--- config.mk ---
export PLATFORM = sky130hd
export DESIGN_NAME = ptsbb_clr
export DESIGN_NICKNAME = d
export VERILOG_FILES = /design/src/per_type_second_byte_budget_top_macros.svh /design/src/ptsbb_pkg.sv /design/src/ptsbb_clr.sv
export SDC_FILE = /design/constraint.sdc
export NUM_CORES = 1
export LEC_CHECK = 0
export BUFFER_PORTS_ARGS = -buffer_cell sky130_fd_sc_hd__buf_2
export CAP_MARGIN = 20
export CORE_AREA = 3 3 40 42
export DETAILED_ROUTE_END_ITERATION = 10
export DIE_AREA = 0 0 43 45
export PLACE_DENSITY = 0.49
export SETUP_SLACK_MARGIN = 0.5
export SLEW_MARGIN = 20
export SYNTH_ARGS = -nofsm -noshare
export SYNTH_HDL_FRONTEND = slang
export SYNTH_SLANG_ARGS = --single-unit
export TNS_END_PERCENT = 5
--- constraint.sdc ---
create_clock -name clk -period 1.65 [get_ports clk]
set_clock_uncertainty 0.05 [all_clocks]
set_input_delay 0.0825 -clock clk [delete_from_list [all_inputs] [get_ports clk]]
set_output_delay 0.0825 -clock clk [all_outputs]
set_load 0.02 [all_outputs]
--- src/per_type_second_byte_budget_top_macros.svh ---
// Assertion macros for the per-type byte budget policer.
// Used by per_type_second_byte_budget_top; expects clk and rst_n in scope.
`ifndef PER_TYPE_SECOND_BYTE_BUDGET_TOP_MACROS_SVH
`define PER_TYPE_SECOND_BYTE_BUDGET_TOP_MACROS_SVH

// same-cycle implication
`define PTSBB_ASSERT_IMP(lbl, ante, cons, msg) \
  lbl: assert property (@(posedge clk) disable iff (!rst_n) (ante) |-> (cons)) \
    else $error(msg);

// next-cycle implication
`define PTSBB_ASSERT_NXT(lbl, ante, cons, msg) \
  lbl: assert property (@(posedge clk) disable iff (!rst_n) (ante) |=> (cons)) \
    else $error(msg);

`endif

--- src/ptsbb_pkg.sv ---
// Package for the per-type byte budget policer: types, constants, helpers.
// No dependencies.
`timescale 1ns / 1ps
package ptsbb_pkg;

  localparam int NUM_TYPES_DEF = 256;
  localparam int CNT_W   = 32;
  localparam int SEC_W   = 32;
  localparam int BYTES_W = 17;
  localparam int LEN_W   = 16;
  localparam int TYPE_W  = 8;
  localparam int CFG_W   = 16;

  localparam logic [BYTES_W-1:0] HEADER_COST    = 17'd13;
  localparam logic [15:0]        BYTE_LIMIT_RST = 16'd2048;
  localparam logic [7:0]         MAX_TYPE_RST   = 8'd255;
  localparam logic [CNT_W-1:0]   CNT_SAT        = '1;

  typedef enum logic {
    OP_OFFER = 1'b0,
    OP_QUERY = 1'b1
  } op_t;

  typedef enum logic {
    CFG_BYTE_LIMIT = 1'b0,
    CFG_MAX_TYPE   = 1'b1
  } cfg_idx_t;

  typedef enum logic {
    ST_CLEAR,
    ST_RUN
  } clr_state_t;

  typedef struct packed {
    logic busy;
    logic we;
  } clr_ctl_t;

  typedef struct packed {
    logic               valid;
    logic [SEC_W-1:0]   cur_sec;
    logic [BYTES_W-1:0] bytes;
    logic [CNT_W-1:0]   msg_total;
    logic [CNT_W-1:0]   sec_total;
  } entry_t;

  localparam int ENTRY_W = $bits(entry_t);

  typedef struct packed {
    logic             admitted;
    logic             type_seen;
    logic [CNT_W-1:0] admitted_count;
    logic [CNT_W-1:0] seconds_count;
  } res_t;

  function automatic logic [CNT_W-1:0] sat_inc(input logic [CNT_W-1:0] v);
    sat_inc = (v == CNT_SAT) ? v : v + 1'b1;
  endfunction

endpackage

--- src/ptsbb_clr.sv ---
// Post-reset clearing sequencer: sweeps every table entry to invalid.
// Depends on ptsbb_pkg.
`timescale 1ns / 1ps
module ptsbb_clr
  import ptsbb_pkg::*;
#(
  parameter int NUM_TYPES = NUM_TYPES_DEF,
  localparam int IDX_W = $clog2(NUM_TYPES)
) (
  input  logic             clk,
  input  logic             rst_n,
  output clr_ctl_t         ctl,
  output logic [IDX_W-1:0] addr
);

  localparam logic [IDX_W-1:0] LAST = IDX_W'(NUM_TYPES - 1);

  clr_state_t       state_r, state_nxt;
  logic [IDX_W-1:0] cnt_r, cnt_nxt;

  always_comb begin
    state_nxt = state_r;
    case (state_r)
      ST_CLEAR: begin
        if (cnt_r == LAST) begin
          state_nxt = ST_RUN;
        end
      end
      ST_RUN:  state_nxt = ST_RUN;
      default: state_nxt = ST_CLEAR;
    endcase
  end

  always_comb begin
    ctl     = '0;
    cnt_nxt = cnt_r;
    case (state_r)
      ST_CLEAR: begin
        ctl.busy = 1'b1;
        ctl.we   = 1'b1;
        cnt_nxt  = cnt_r + 1'b1;
      end
      ST_RUN: begin
        ctl = '0;
      end
      default: begin
        ctl = '0;
      end
    endcase
  end

  assign addr = cnt_r;

  always_ff @(posedge clk) begin
    if (!rst_n) begin
      state_r <= ST_CLEAR;
      cnt_r   <= '0;
    end else begin
      state_r <= state_nxt;
      cnt_r   <= cnt_nxt;
    end
  end

endmodule

==> flow_summary.yaml <==
setup_path:
  reg2reg_from: "addr[0]"
  critPathArrivalTime_ps: 1350
  required_ps: 1800
  reg2regPathDepth: 4
  rrSetupSlack_ps: 450
  r2r_end: "addr[6]"
  critical_path_class: "register to register"
  cp-start-kind: "register"
  endpoint_kind: "register"
  critical_path_peak_fanout: 3
route:
  drtIter0Drc: 1
  firstDrtPassIters: 4
  wl_per_cell_microns: 11.6
  vias: 341
  ant_nets: 0
  drt-total-wl_microns: 837
  drc_errors: 0
  viasPerCell: 4.74
flow_run:
  cap_violations: 0
power_and_ir_drop:
  p_int_uw: 338
  swShare_pct: 24.6
  netSwitchingPower_uw: 110
  p_leak_nw: 0.238
  combinationalPowerShare_pct: 8.9
  ir_drop_v: 0.000371
  power_uw: 447
  pwr-share-seq_pct: 52.7
  p_per_area_nw_per_um2: 817
  pwr-share-clk_pct: 38.4
die:
  rows: 13
  core_sq_um: 1280
  die_h_microns: 45
  start_util_pct: 33.1
  die_area_sq_um: 1940
  io-pin-count: 12
  die_w_microns: 43
clock_network:
  htreeDepth: 1
  cts_buffers: 3
  insertion_delay_ps: 260
  ctsLongestPathBuffers: 2
  cts_root_buffer: "clkbuf_4"
  cts_tree: "done"
  clkSlewWorstSetupHoldPaths_ps: 60
  cts_hold_buf: 0
  cts.sink_count: 9
sta:
  hold_viol_final: 0
  fin_setup_tns_ps: 0
  setup_violations: 0
  post-route-period-util_pct: 73.0
  slew_viol_final: 0
  min_period_ps: 1200
  fmax_ghz: 0.831
  worst_slew_pin_slew_ps: 196
  grt_setup_unrepaired: "true"
  relSlewSlack_pct: 86.9
hold_path:
  holdPathStages: 2
  worstHoldStart: "rst_n"
  min_to: "addr[1]"
  min_path_type: "primary input to register"
synthesis:
  syn_nets: 45
  syn_inst: 42
  synth_cell_types: 20
  yosys_warnings: 0
  syn_area_sq_um: 425
  syn-mean-instance-area_sq_um: 10.1
  synth_seq_area_share_pct: 42.4
  synth.ff_latch_count: 9
outcome:
  status: "completed"
placed_design:
  gp_congestion: 0.702
  io_buffers: 11
layout:
  syn_to_final_growth_pct: 28.8
  final_common_cell: "buf_2"
  diodes: 0
  post-route-util_pct: 42.6
  fin_nets: 61
  drive_gt1_share_pct: 43.9
  most-common-layout-cells: "11 x buf_2, 5 x and2_1, 5 x dfxtp_2"
global_route:
  antenna_found_initial: 0
  grt_pass1_wl_mm: 1.39
  grt_start_max_net_pins: 10
  grt-ovfl-total: 0
  grt_pass1_vias: 306
  grt_util_all_layers_pct: 10.7
[through the flow]
| stage | hold slack (ps) | instances | setup slack [ps] | cell area, sq um |
|---|---|---|---|---|
| after floorplan | 153 | 42 | 427 | 450 |
| after global placement | 351 | 66 | 445 | 505 |
| after detailed placement | 354 | 66 | 412 | 505 |
| after CTS | 74.3 | 72 | 438 | 548 |
| after global routing | 74.0 | 72 | 389 | 548 |
| final | 80.8 | 72 | 446 | 548 |
[worst max-delay path: stages, from the launching register on]
cell and delay, ps:
dfxtp_4 380, ha_4 140, nand2_1 60, or4_1 390, a21boi_1 120
[power groups by stage]
| stage | clock [mW] | combinational [mW] | sequential, mW |
|---|---|---|---|
| detailed placement | 0 | 0.0358 | 0.242 |
| finish | 0.172 | 0.0397 | 0.236 |
| floorplan | 0 | 0.0162 | 0.248 |
| global route | 0.198 | 0.0446 | 0.237 |
| global placement | 0 | 0.0353 | 0.242 |
| CTS | 0.180 | 0.0405 | 0.236 |
[metal layers]
layer	global-route usage (%)	routed length (microns)	up-vias	part of all wire (%)
met5	0	0	-	0
met4	10.8	12	0	1.4
met3	5.18	59	2	7.0
met2	14.7	388	11	46
met1	11.6	376	152	45
li1	-	-	176	-
[synthesized netlist by cell type]
cell / count / share of area (%)
nand2_1: 2 / 1.8
ha_1: 1 / 2.9
nand3_1: 2 / 2.4
inv_1: 1 / 0.88
a21boi_1: 3 / 5.3
buf_6: 1 / 2.6
and2_1: 5 / 7.4
nor2b_1: 1 / 1.5
nand4_1: 1 / 1.5
nand4b_1: 1 / 2.1
o31ai_1: 1 / 1.8
o21ai_0: 3 / 3.5
mux2i_1: 1 / 2.4
dfxtp_1: 9 / 42
nand2b_1: 1 / 1.5
buf_4: 1 / 1.8
nand4b_4: 1 / 5.6
or3_1: 2 / 2.9
xnor2_1: 4 / 8.2
or4_1: 1 / 1.8
[sequential cells by signal, indices dropped and copies added, names as in the netlist]
register	count
addr	8
state_r	1
[cell families (layout without fill, tap and decap cells)]
logic type | count (synthesis) | in the layout | synth area share, %
buf+inv | 3 | 18 | 5.29
fa+ha+maj | 1 | 1 | 2.94
compound gates | 7 | 7 | 10.6
xor+xnor | 4 | 4 | 8.23
mux | 1 | 1 | 2.35
simple gates | 17 | 17 | 28.2
flops | 9 | 9 | 42.4
[worst max-delay path by stage]
stage | slack (ps) | endpoint | cells after the start | from
floorplan | 430 | addr[6] | 4 | addr[1]
global placement | 450 | addr[6] | 4 | addr[1]
detailed placement | 410 | addr[7] | 3 | state_r
CTS | 440 | addr[6] | 4 | addr[0]
global route | 390 | addr[6] | 4 | addr[0]
finish | 450 | addr[6] | 4 | addr[0]
[final cells by class]
class | count | area (sq um)
multi-input cells | 30 | 235
repair buffers | 13 | 70.1
well taps | 15 | 18.8
clock buffers | 4 | 26.3
flip-flops and latches | 9 | 194
fillers | 139 | 737
inverters | 1 | 3.75
[timing repair]
item	4_1_cts	5_1_grt
pin swaps	1	0
buffers inserted	2	0
endpoints found under the setup margin	5	5
gates resized for setup	1	0
No activity file was read; power rests on OpenSTA's default activity.
