File: config.mk
export PLATFORM = sky130hd
export DESIGN_NAME = ptsbb_upd
export DESIGN_NICKNAME = d
export VERILOG_FILES = /design/src/per_type_second_byte_budget_top_macros.svh /design/src/ptsbb_pkg.sv /design/src/ptsbb_upd.sv
export SDC_FILE = /design/constraint.sdc
export NUM_CORES = 1
export LEC_CHECK = 0
export BUFFER_PORTS_ARGS = -buffer_cell sky130_fd_sc_hd__buf_4
export CAP_MARGIN = 10
export CORE_AREA = 2 2 147 149
export DETAILED_ROUTE_END_ITERATION = 7
export DIE_AREA = 0 0 149 151
export SLEW_MARGIN = 10
export SYNTH_ARGS = -nofsm -noshare
export SYNTH_HDL_FRONTEND = slang
export SYNTH_SLANG_ARGS = --single-unit
File: constraint.sdc
create_clock -name vclk -period 9
set_input_delay 1.8 -clock vclk [all_inputs]
set_output_delay 1.8 -clock vclk [all_outputs]
set_load 0.01 [all_outputs]
File: src/per_type_second_byte_budget_top_macros.svh
// Assertion macros for the per-type byte budget policer.
// Used by per_type_second_byte_budget_top; expects clk and rst_n in scope.
`ifndef PER_TYPE_SECOND_BYTE_BUDGET_TOP_MACROS_SVH
`define PER_TYPE_SECOND_BYTE_BUDGET_TOP_MACROS_SVH

// same-cycle implication
`define PTSBB_ASSERT_IMP(lbl, ante, cons, msg) \
  lbl: assert property (@(posedge clk) disable iff (!rst_n) (ante) |-> (cons)) \
    else $error(msg);

// next-cycle implication
`define PTSBB_ASSERT_NXT(lbl, ante, cons, msg) \
  lbl: assert property (@(posedge clk) disable iff (!rst_n) (ante) |=> (cons)) \
    else $error(msg);

`endif

File: src/ptsbb_pkg.sv
// Package for the per-type byte budget policer: types, constants, helpers.
// No dependencies.
`timescale 1ns / 1ps
package ptsbb_pkg;

  localparam int NUM_TYPES_DEF = 256;
  localparam int CNT_W   = 32;
  localparam int SEC_W   = 32;
  localparam int BYTES_W = 17;
  localparam int LEN_W   = 16;
  localparam int TYPE_W  = 8;
  localparam int CFG_W   = 16;

  localparam logic [BYTES_W-1:0] HEADER_COST    = 17'd13;
  localparam logic [15:0]        BYTE_LIMIT_RST = 16'd2048;
  localparam logic [7:0]         MAX_TYPE_RST   = 8'd255;
  localparam logic [CNT_W-1:0]   CNT_SAT        = '1;

  typedef enum logic {
    OP_OFFER = 1'b0,
    OP_QUERY = 1'b1
  } op_t;

  typedef enum logic {
    CFG_BYTE_LIMIT = 1'b0,
    CFG_MAX_TYPE   = 1'b1
  } cfg_idx_t;

  typedef enum logic {
    ST_CLEAR,
    ST_RUN
  } clr_state_t;

  typedef struct packed {
    logic busy;
    logic we;
  } clr_ctl_t;

  typedef struct packed {
    logic               valid;
    logic [SEC_W-1:0]   cur_sec;
    logic [BYTES_W-1:0] bytes;
    logic [CNT_W-1:0]   msg_total;
    logic [CNT_W-1:0]   sec_total;
  } entry_t;

  localparam int ENTRY_W = $bits(entry_t);

  typedef struct packed {
    logic             admitted;
    logic             type_seen;
    logic [CNT_W-1:0] admitted_count;
    logic [CNT_W-1:0] seconds_count;
  } res_t;

  function automatic logic [CNT_W-1:0] sat_inc(input logic [CNT_W-1:0] v);
    sat_inc = (v == CNT_SAT) ? v : v + 1'b1;
  endfunction

endpackage

File: src/ptsbb_upd.sv
// Budget check and entry update for one item, plus its result.
// Depends on ptsbb_pkg.
`timescale 1ns / 1ps
module ptsbb_upd
  import ptsbb_pkg::*;
(
  input  op_t               op,
  input  logic              in_table,
  input  logic [TYPE_W-1:0] msg_type,
  input  logic [SEC_W-1:0]  second_stamp,
  input  logic [LEN_W-1:0]  payload_length,
  input  logic [15:0]       byte_limit,
  input  logic [7:0]        max_type_id,
  input  entry_t            old_ent,
  output entry_t            new_ent,
  output logic              we,
  output res_t              res
);

  logic [BYTES_W-1:0] cost;
  logic [BYTES_W:0]   sum;
  logic               offer_ok;
  logic               fits;
  logic               same;

  assign cost     = HEADER_COST + BYTES_W'(payload_length);
  assign sum      = {1'b0, old_ent.bytes} + {1'b0, cost};
  assign offer_ok = (op == OP_OFFER) && in_table && (msg_type <= max_type_id);
  assign fits     = cost <= BYTES_W'(byte_limit);
  assign same     = old_ent.valid && (old_ent.cur_sec == second_stamp);

  always_comb begin
    new_ent = old_ent;
    we      = 1'b0;
    if (offer_ok && fits) begin
      if (!same) begin
        new_ent.valid     = 1'b1;
        new_ent.cur_sec   = second_stamp;
        new_ent.bytes     = cost;
        new_ent.msg_total = old_ent.valid ? sat_inc(old_ent.msg_total) : CNT_W'(1);
        new_ent.sec_total = old_ent.valid ? sat_inc(old_ent.sec_total) : CNT_W'(1);
        we                = 1'b1;
      end else if (sum <= (BYTES_W + 1)'(byte_limit)) begin
        new_ent.bytes     = sum[BYTES_W-1:0];
        new_ent.msg_total = sat_inc(old_ent.msg_total);
        we                = 1'b1;
      end
    end
  end

  always_comb begin
    res.admitted       = we;
    res.type_seen      = in_table && new_ent.valid;
    res.admitted_count = res.type_seen ? new_ent.msg_total : '0;
    res.seconds_count  = res.type_seen ? new_ent.sec_total : '0;
  end

endmodule

==> results of run 1 <==
[placed cells by master (no fill, tap or decap), types with 11 or more instances in the layout]
master,count
nand4_1,48
a21oi_1,72
and2_1,14
and4_1,12
nor4_1,14
nor3_1,16
mux2i_1,32
mux2_2,32
nand3_1,47
o21ai_0,27
nor2_1,63
and3_1,13
o211ai_1,27
inv_1,40
or4_1,29
xnor2_1,60
xor2_1,13
nand2_1,113
ha_1,61
nand2b_1,35
buf_4,407
o31ai_1,14
o2bb2ai_1,11
[through the flow]
stage / std cells / area, sq um / utilization [%] / hold WS [ps] / total power [uW]
6_report: 1595 / 9720 / 46.7 / 3910 / 561
5_1_grt: 1594 / 9720 / 46.7 / 3920 / 612
4_1_cts: 1589 / 9590 / 46.1 / 3910 / 544
3_5_place_dp: 1588 / 9580 / 46.0 / 3910 / 540
3_3_place_gp: 1588 / 9580 / 46.0 / 3910 / 538
2_1_floorplan: 965 / 6410 / - / 3730 / 286
[metal layers]
layer / wire (um) / vias up / GRT usage (%)
met5: 0 / - / 0
met4: 945 / 0 / 7.48
met3: 2630 / 51 / 4.49
met2: 15600 / 401 / 47.1
met1: 11900 / 4152 / 29.1
li1: - / 4358 / -
[worst max-delay path, delay by kind of cell]
family                   cells  cell delay [ps]
buffers and inverters        4              730
AO/OA/AOI/OAI               11             2440
AND/OR/NAND/NOR              5              760
adder cells (fa/ha/maj)      3              830
XOR/XNOR                     2              340
[cell families after synthesis]
kind of cell | count (synthesis) | share of synthesized area [%]
AOI/OAI and AO/OA | 224 | 23.4
xor gates and xnor gates | 73 | 9.98
adders and majority gates | 62 | 12.2
buffers and inverters | 98 | 6.13
muxes | 64 | 10.6
and+or+nand+nor | 444 | 37.6
[power by group]
group | switching, uW | internal (uW)
combinational | 298 | 263
clock | 0 | 0.0000150
sequential | 0 | 0
total | 298 | 263
[layout make-up]
type / instances / area [sq um] / share of cell area, %
antenna: 1 / 2.50 / 0.0257
inverter: 42 / 161 / 1.66
multi-input combinational: 868 / 6120 / 63.0
tap: 275 / 344 / 3.54
timing repair buffer: 409 / 3090 / 31.8
[repair_timing]
| item | in CTS | in global routing |
|---|---|---|
| buffers inserted | 1 | 4 |
| gates resized for setup | 3 | 15 |
| setup endpoints to repair | 27 | 82 |
| cloned | 0 | 1 |
| pin swaps | 1 | 5 |
[how the worst min path moves through the flow]
stage	startpoint	endpoint	slack, ps	cells past startpoint
floorplan	old_ent[10]	new_ent[10]	3730	2
global placement	old_ent[78]	new_ent[78]	3910	3
detailed placement	old_ent[78]	new_ent[78]	3910	3
CTS	old_ent[78]	new_ent[78]	3910	3
global route	old_ent[80]	new_ent[80]	3920	3
finish	old_ent[80]	new_ent[80]	3910	3
==> metrics.md, run 1 <==
| Metric | Value |
|---|---|
| Antenna Nets Post-Route | 0 |
| Overall routing resource usage | about 25% |
| Full die area | roughly 22000 sq um |
| Sequential cell area | 0 sq um |
| Mapped cell area | between 6000 and 7000 sq um |
| # fillers | 2215 |
| Syn_area_per_cell | 6.64 sq um |
| Slew @ Worst Pin | 873 ps |
| I/O pins | 377 |
| Status | finished clean |
| Layout net count | 1579 |
| Grt total ovfl | 0 |
| Die Span Y | 151 um |
| YS warnings | 0 |
| # rows | 53 |
| Critical path type | in2out |
| WP data arrival | 6890 ps |
| Hold Violations, Final | 0 |
| Count leader, synth | nand2_1 |
| TNS Setup | 0 ps |
| Worst Hold Class | in2out |
| Critical path origin | payload_length[0] |
| DRC Markers | 0 |
| DRT iter0 DRCs | 488 |
| Initial antenna violation count | 1 |
| Drt wl/cell | 19.5 um |
| Chip width | 149 um |
| Largest area contributor in the netlist | ha_1 |
| Initial Utilization | 30.8% |
| Syn Nets | 1223 |
| Setup ws final | 309 ps |
| Peak Freq | 0.115 GHz |
| Global-route wire length before repair | 45.3 mm |
| Final worst-path cycle share | 96.6% |
| CP Max Fanout | 21 |
| Layout cell share with drive strength beyond 1 | between 30% and 40% |
| Final setup violating endpoints | 0 |
| Post-place setup slack | -271 ps |
| Via count | 8962 |
| CP Data Required Time | roughly 7200 ps |
| Synthesis-to-layout area growth | 51.7% |
| Vias in the first global route | 8360 |
| First drt pass iteration count | 5 |
| Leak Pwr | 0.00432 uW |
| Placeable Area | 20800 sq um |
| Max cap viols | 0 |
| Hold-fix buffers, CTS | 0 |
| Hpwl dp | 26.0 mm |
| CP max stage delay | ~360 ps |
| Netlist cell types | 74 |
| Post-route minimum period | 8690 ps |
| Clkbuf count | 0 |
| CP Capture Type | primary output |
| CP startpoint kind | input port |
| Cells after synthesis | 965 |
| Via density | between 5 and 6 |
| I/O Buffers | 377 |
| VDD IR max | 0.0303 mV |
| Synth top area share | 11.9% |
| FFs & Latches | 0 |
| Commonest cells in the netlist | nand2_1, a21oi_1, nor2_1 |
| Setup crit end | res[45] |
| PwrDens | ~58 nW/um^2 |
| Largest net degree at the start of global routing | 43 |
| Slowest stage cell, crit path | a2111oi_2 |
| Total routed wirelength | just over 30 mm |
| Synth top area cells | ha_1, xnor2_1, nand2_1 |
| Gpl congestion | 0.930 |
| Register area share after synthesis | 0% |
| Worst slew margin | approximately 41% |
| Slew Limit Fails | 0 |
Power figures use the tool's default switching activity.
==> inputs of run 2 (changes only) <==
--- a/config.mk
+++ b/config.mk
@@ -5,11 +5,13 @@
 export SDC_FILE = /design/constraint.sdc
 export NUM_CORES = 1
 export LEC_CHECK = 0
+export ABC_AREA = 1
 export BUFFER_PORTS_ARGS = -buffer_cell sky130_fd_sc_hd__buf_4
 export CAP_MARGIN = 10
 export CORE_AREA = 2 2 147 149
 export DETAILED_ROUTE_END_ITERATION = 7
 export DIE_AREA = 0 0 149 151
+export PLACE_DENSITY = 0.66
 export SLEW_MARGIN = 10
 export SYNTH_ARGS = -nofsm -noshare
 export SYNTH_HDL_FRONTEND = slang
==> constraint.sdc (replaced) <==
create_clock -name vclk -period 7.2
set_input_delay 1.44 -clock vclk [all_inputs]
set_output_delay 1.44 -clock vclk [all_outputs]
set_load 0.01 [all_outputs]
==> run 2 against run 1 <==
Non-clock buffer count rose by 2. Critical path depth rose by 2. Critical path type unchanged. Largest cell class unchanged. Cell count rose by 30%. Via count rose by 16%.
==> metrics.md, run 2 <==
| Metric | Value |
|---|---|
| CP startpoint kind | input port |
| Cells after synthesis | 1446 (+50%) |
| Non-Filler Instances | 2080 (+30%) |
| Largest net degree at the start of global routing | 69 (+60%) |
| Final setup violating endpoints | 0 (unchanged) |
| Layout cell share with drive strength beyond 1 | 27.2% (-8.7 points) |
| Total routed wirelength | 32.0 mm (+2.8%) |
| Placeable Area | 20800 sq um (unchanged) |
| Syn Nets | 1704 (+39%) |
| Leak Pwr | 0.00602 uW (+40%) |
| Largest area contributor in the netlist | nand2_1 |
| Count leader, synth | nand2_1 |
| Antenna Nets Post-Route | 0 (unchanged) |
| Min-Delay Path Depth | 4 (+1) |
| Overall routing resource usage | 26.4% (+1.2 points) |
| Status | finished clean |
| Layout net count | 2065 (+31%) |
| Gpl congestion | 0.955 (+2.6%) |
| Worst slew margin | 50.7% (+9.4 points) |
| CP Capture Type | primary output |
| Most frequent cells in the layout | nand2_1, buf_4, inv_1 |
| DRC Markers | 0 (unchanged) |
| Critical path origin | payload_length[0] |
| CP Data Required Time | 5760 ps (-1440 ps) |
| Full die area | 22500 sq um (unchanged) |
| Worst Hold Class | in2out |
| # fillers | 2289 (+3.3%) |
| Cell count after placement | 2073 (+31%) |
| I/O Buffers | 377 (unchanged) |
| Peak Freq | 0.144 GHz |
| Post-route minimum period | 6960 ps |
| Commonest cells in the netlist | nand2_1, inv_1, nor2_1 |
| # rows | 53 (unchanged) |
| Slew Limit Fails | 0 (unchanged) |
| Synthesis-to-layout area growth | 47.6% |
| CP max stage delay | 310 ps (-50 ps) |
| Grt total ovfl | 0 (unchanged) |
| Clkbuf count | 0 (unchanged) |
| Initial antenna violation count | 0 (-1) |
| Hold wc startpoint | second_stamp[23] |
| VDD IR max | 0.0431 mV (+42%) |
| Crit-path most repeated cell | nand2_1 |
| Final Util | 50.6% (+3.9 points) |
| Hold-fix buffers, CTS | 0 (unchanged) |
| FFs & Latches | 0 (unchanged) |
| Chip width | 149 um (unchanged) |
| Syn_area_per_cell | 4.94 sq um (-26%) |
| CP Max Fanout | 6 (-71%) |
| Initial Utilization | 34.3% (+3.5 points) |
| Die Span Y | 151 um (unchanged) |
| Mapped cell area | 7140 sq um (+11%) |
| Drt wl/cell | 15.4 um (-21%) |
| Delay-heaviest family, CP | simple AND/OR/NAND/NOR gates |
| Antenna fix cells | 0 (-1) |
| Setup ws final | 243 ps (-66.5 ps) |
| PwrDens | 72.0 nW/um^2 (+25%) |
| Vias in the first global route | 9492 (+14%) |
| Commonest non-fill, non-tap cell in the layout | nand2_1 |
| DRT iter0 DRCs | 672 (+38%) |
| WP data arrival | 5520 ps (-1370 ps) |
| Register area share after synthesis | 0% (unchanged) |
| Critical path type | in2out |
| First drt pass iteration count | 5 (unchanged) |
| Netlist cell types | 42 (-43%) |
| WHS Endpoint | new_ent[104] |
| Hold Violations, Final | 0 (unchanged) |
| Via count | 10400 (+16%) |
| Global-route wire length before repair | 48.3 mm (+6.8%) |
| Sequential cell area | 0 sq um (unchanged) |
| Hpwl dp | 27.0 mm (+4.0%) |
| Synth top area cells | nand2_1, inv_1, ha_1 |
| Max cap viols | 0 (unchanged) |
| Synth top area share | 23.4% (+11 points) |
| I/O pins | 377 (unchanged) |
| Slowest stage cell, crit path | ha_4 |
| Via density | 4.99 (-11%) |
| Post-place setup slack | 42.7 ps (+314 ps) |
| Worst path bufs/invs | 6 (+2) |
| YS warnings | 0 (unchanged) |
| Final worst-path cycle share | 96.6% |
| Slew @ Worst Pin | 735 ps (-138 ps) |
run 2: logic make-up after synthesis:
kind of cell             count (synthesis)  synth area share, %
adder cells (fa/ha/maj)                 62                 11.0
XOR/XNOR                                52                 6.38
AO/OA/AOI/OAI                          164                 13.7
buffers and inverters                  306                 17.5
multiplexers                             1                0.140
AND/OR/NAND/NOR                        861                 51.3
run 2: layout make-up:
cell class / count / area [sq um] / area share [%]
inverters: 254 / 962 / 9.13
repair buffers: 411 / 3200 / 30.3
well taps: 275 / 344 / 3.26
multi-input cells: 1140 / 6040 / 57.3
run 2: tightest hold or removal path: stages:
cell and delay [ps]:
buf_4 90, nand2_1 50, nand2_1 50, buf_4 110
run 2: stage by stage:
stage	hold slack [ps]	total power [uW]	TNS, ps	instance area, sq um
finish	3170	759	0	10500
global route	3180	835	-118	10500
CTS	3170	736	0	10300
detailed placement	3170	731	0	10300
global placement	3170	732	0	10300
floorplan	2970	389	0	7140
run 2: where the power goes:
group / internal [uW] / total, uW / switching (uW) / leakage, uW
Sequential: 0 / 0 / 0 / 0
Combinational: 340 / 759 / 418 / 0.00602
Clock: 0 / 0 / 0 / 0
run 2: timing repair:
action / in CTS / in global routing
buffers inserted: 0 / 5
setup endpoints to repair: 0 / 83
resized for setup: 0 / 35
run 2: worst max path at each step:
stage                              to  slack [ps]  depth (start not counted)
final                     new_ent[74]         240                         27
after global routing      new_ent[74]         -40                         27
after CTS                 new_ent[73]          20                         32
after detailed placement  new_ent[73]          40                         32
after global placement    new_ent[71]          70                         30
after floorplan               res[46]         800                         25
run 2: routing by layer:
metal | GRT usage (%) | up-vias | wire length [um]
li1 | - | 5321 | -
met1 | 33.9 | 4579 | 13400
met2 | 48.0 | 423 | 15500
met3 | 1.99 | 49 | 2210
met4 | 6.10 | 0 | 915
met5 | 0 | - | 0
==> inputs of run 3 (changes only) <==
--- a/config.mk
+++ b/config.mk
@@ -5,13 +5,11 @@
 export SDC_FILE = /design/constraint.sdc
 export NUM_CORES = 1
 export LEC_CHECK = 0
-export ABC_AREA = 1
 export BUFFER_PORTS_ARGS = -buffer_cell sky130_fd_sc_hd__buf_4
 export CAP_MARGIN = 10
 export CORE_AREA = 2 2 147 149
 export DETAILED_ROUTE_END_ITERATION = 7
 export DIE_AREA = 0 0 149 151
-export PLACE_DENSITY = 0.66
 export SLEW_MARGIN = 10
 export SYNTH_ARGS = -nofsm -noshare
 export SYNTH_HDL_FRONTEND = slang
==> run 3 against run 2 <==
The flow now finishes with violations (negative setup slack). Flip-flop and latch count stayed put. Worst hold slack improved by 16 ps. Cell count shrank 17%. Cell area rose by 10%. Via count shrank 7.3%. First-iteration DRC count is 43% lower. Worst setup slack lost 540 ps. Critical path depth shrank 4. Count of clock-buffer cells in the layout is the same. Die area unchanged. Largest cell class unchanged. Largest power group unchanged.
==> metrics.md, run 3 (synthesis results as in run 1) <==
| Metric | Value |
|---|---|
| CP max stage delay | 550 ps (+240 ps) |
| VDD IR max | 0.0444 mV (+3.0%) |
| PwrDens | 76.8 nW/um^2 (+6.7%) |
| # fillers | 2047 (-11%) |
| Global-route wire length before repair | 49.3 mm (+2.1%) |
| Die Span Y | 151 um (unchanged) |
| Setup crit end | new_ent[37] |
| Layout net count | 1714 (-17%) |
| Comb pwr share | 100.0% (about the same) |
| Antenna fix cells | 0 (unchanged) |
| Peak Freq | 0.133 GHz (-7.2%) |
| Initial antenna violation count | 0 (unchanged) |
| Crit-path most repeated cell | buf_6 |
| CP Capture Type | primary output |
| Worst slew margin | 45.3% (-5.4 points) |
| CP Depth | 23 (-15%) |
| Drt wl/cell | 19.2 um (+25%) |
| Critical path type | in2out |
| I/O Buffers | 377 (unchanged) |
| Gpl congestion | 0.953 (-0.18%) |
| Antenna Nets Post-Route | 0 (unchanged) |
| Failing checks | negative setup slack |
| Synthesis-to-layout area growth | 81.6% |
| First drt pass iteration count | 5 (unchanged) |
| Overall routing resource usage | 27.4% (+0.96 points) |
| Sequential cell area | 0 sq um (unchanged) |
| Overall Power | 894 uW (+18%) |
| Initial Utilization | 30.8% (-3.5 points) |
| Clkbuf count | 0 (unchanged) |
| Delay-heaviest family, CP | compound AO/OA/AOI/OAI gates |
| DRC Markers | 0 (unchanged) |
| Hold-fix buffers, CTS | 0 (unchanged) |
| CP startpoint kind | input port |
| Full die area | 22500 sq um (unchanged) |
| Status | finished with violations |
| # rows | 53 (unchanged) |
| Most frequent cells in the layout | buf_4, nand2_1, nor2_1 |
| Worst Hold Class | in2out |
| Power Internal | 458 uW (+35%) |
| Largest net degree at the start of global routing | 43 (-38%) |
| Hold Slack | 3180 ps (+16.2 ps) |
| Slew @ Worst Pin | 814 ps (+78.9 ps) |
| Placeable Area | 20800 sq um (unchanged) |
| Final worst-path cycle share | 104% (+7.5 points) |
| Vias in the first global route | 9336 (-1.6%) |
| Via density | 5.56 (+11%) |
| Worst path bufs/invs | 5 (-1) |
| I/O pins | 377 (unchanged) |
| Psw | 435 uW (+4.1%) |
| RSZ-0062 raised after global routing | true |
| Leak Pwr | 0.00524 uW (-13%) |
| DRT iter0 DRCs | 385 (-43%) |
| Final setup violating endpoints | 82 (+82) |
| Clk network pwr share | 0% (unchanged) |
| Grt total ovfl | 0 (unchanged) |
| Switching Share | 48.7% (-6.4 points) |
| Post-route minimum period | 7500 ps (+542 ps) |
| Hold Violations, Final | 0 (unchanged) |
| Max cap viols | 0 (unchanged) |
| CP Data Required Time | 5760 ps (about the same) |
| Chip width | 149 um (unchanged) |
| WP data arrival | 6060 ps (+540 ps) |
| Via count | 9613 (-7.3%) |
| Slowest stage cell, crit path | or4b_4 |
| Reg power frac | 0% (unchanged) |
| CP Max Fanout | 7 (+1) |
| Hpwl dp | 27.7 mm (+2.5%) |
| CP cell instances | buf_8, ha_4, o31a_1, nand2_2, xnor2_4, ha_4, nand4_1, a211oi_2, a2111oi_4, buf_4, xnor2_2, ha_1, a21oi_2, nand2_1, a211o_1, a2111oi_4, o21ba_4, a21oi_4, buf_6, buf_6, or4b_4, nand2_2, buf_6 |
| FFs & Latches | 0 (unchanged) |
| Layout cell share with drive strength beyond 1 | 49.0% (+22 points) |
| Commonest non-fill, non-tap cell in the layout | buf_4 |
| Setup ws final | -300 ps (-542 ps) |
| Slew Limit Fails | 0 (unchanged) |
| Hold wc startpoint | old_ent[80] |
| Total routed wirelength | 33.3 mm (+4.1%) |
| Critical path origin | payload_length[1] |
## run 3: changes by cell type in the layout (fill, tap and decap cells not counted), sizes merged, moves of 67 or more
cell   delta
o21ai    -67
buf     +135
nand2   -335
nor2    -102
inv     -211
nand3   -103
## run 3: how the worst min path moves through the flow
| stage | end | slack (ps) | depth (start not counted) |
|---|---|---|---|
| after floorplan | new_ent[41] | 2990 | 1 |
| after detailed placement | new_ent[80] | 3190 | 3 |
| final | new_ent[80] | 3180 | 3 |
| after global placement | new_ent[80] | 3190 | 3 |
| after global routing | new_ent[77] | 3200 | 3 |
| after CTS | new_ent[80] | 3190 | 3 |
## run 3: what timing repair did
item | 4_1_cts | 5_1_grt
cloned | 0 | 1
endpoints found under the setup margin | 83 | 83
resized for setup | 106 | 51
pin swaps | 54 | 29
setup buffers | 19 | 11
## run 3: per-stage QoR
step / utilization [%] / cell area [sq um] / TNS (ps) / std cells / worst slack [ps]
CTS: 54.1 / 11300 / -13620 / 1717 / -308
detailed placement: 51.1 / 10600 / -30910 / 1700 / -523
global placement: 51.1 / 10600 / -26310 / 1700 / -464
floorplan: - / 6590 / 0 / 965 / 2.57
global route: 55.9 / 11600 / -30700 / 1729 / -493
finish: 55.9 / 11600 / -13530 / 1729 / -300
## run 3: power by group through the flow
stage	clock (uW)	sequential (uW)	combinational, uW
detailed placement	0	0	787
global placement	0	0	784
finish	0	0	894
floorplan	0	0	372
CTS	0	0	852
global route	0	0	965
## run 3: final cells by class
class	count	area (sq um)	share of cell area, %
Timing Repair Buffer	545	4310	37.1
Inverter	42	160	1.38
Tap cell	275	344	2.96
Multi-Input combinational cell	867	6820	58.6
## run 3: layer usage
metal  wire [um]  vias up  global-route usage, %
met5           0        -                      0
met4        1330        0                   9.33
met3        2280       78                   4.10
met2       17000      426                   52.2
met1       12600     4489                   30.8
li1            -     4620                      -
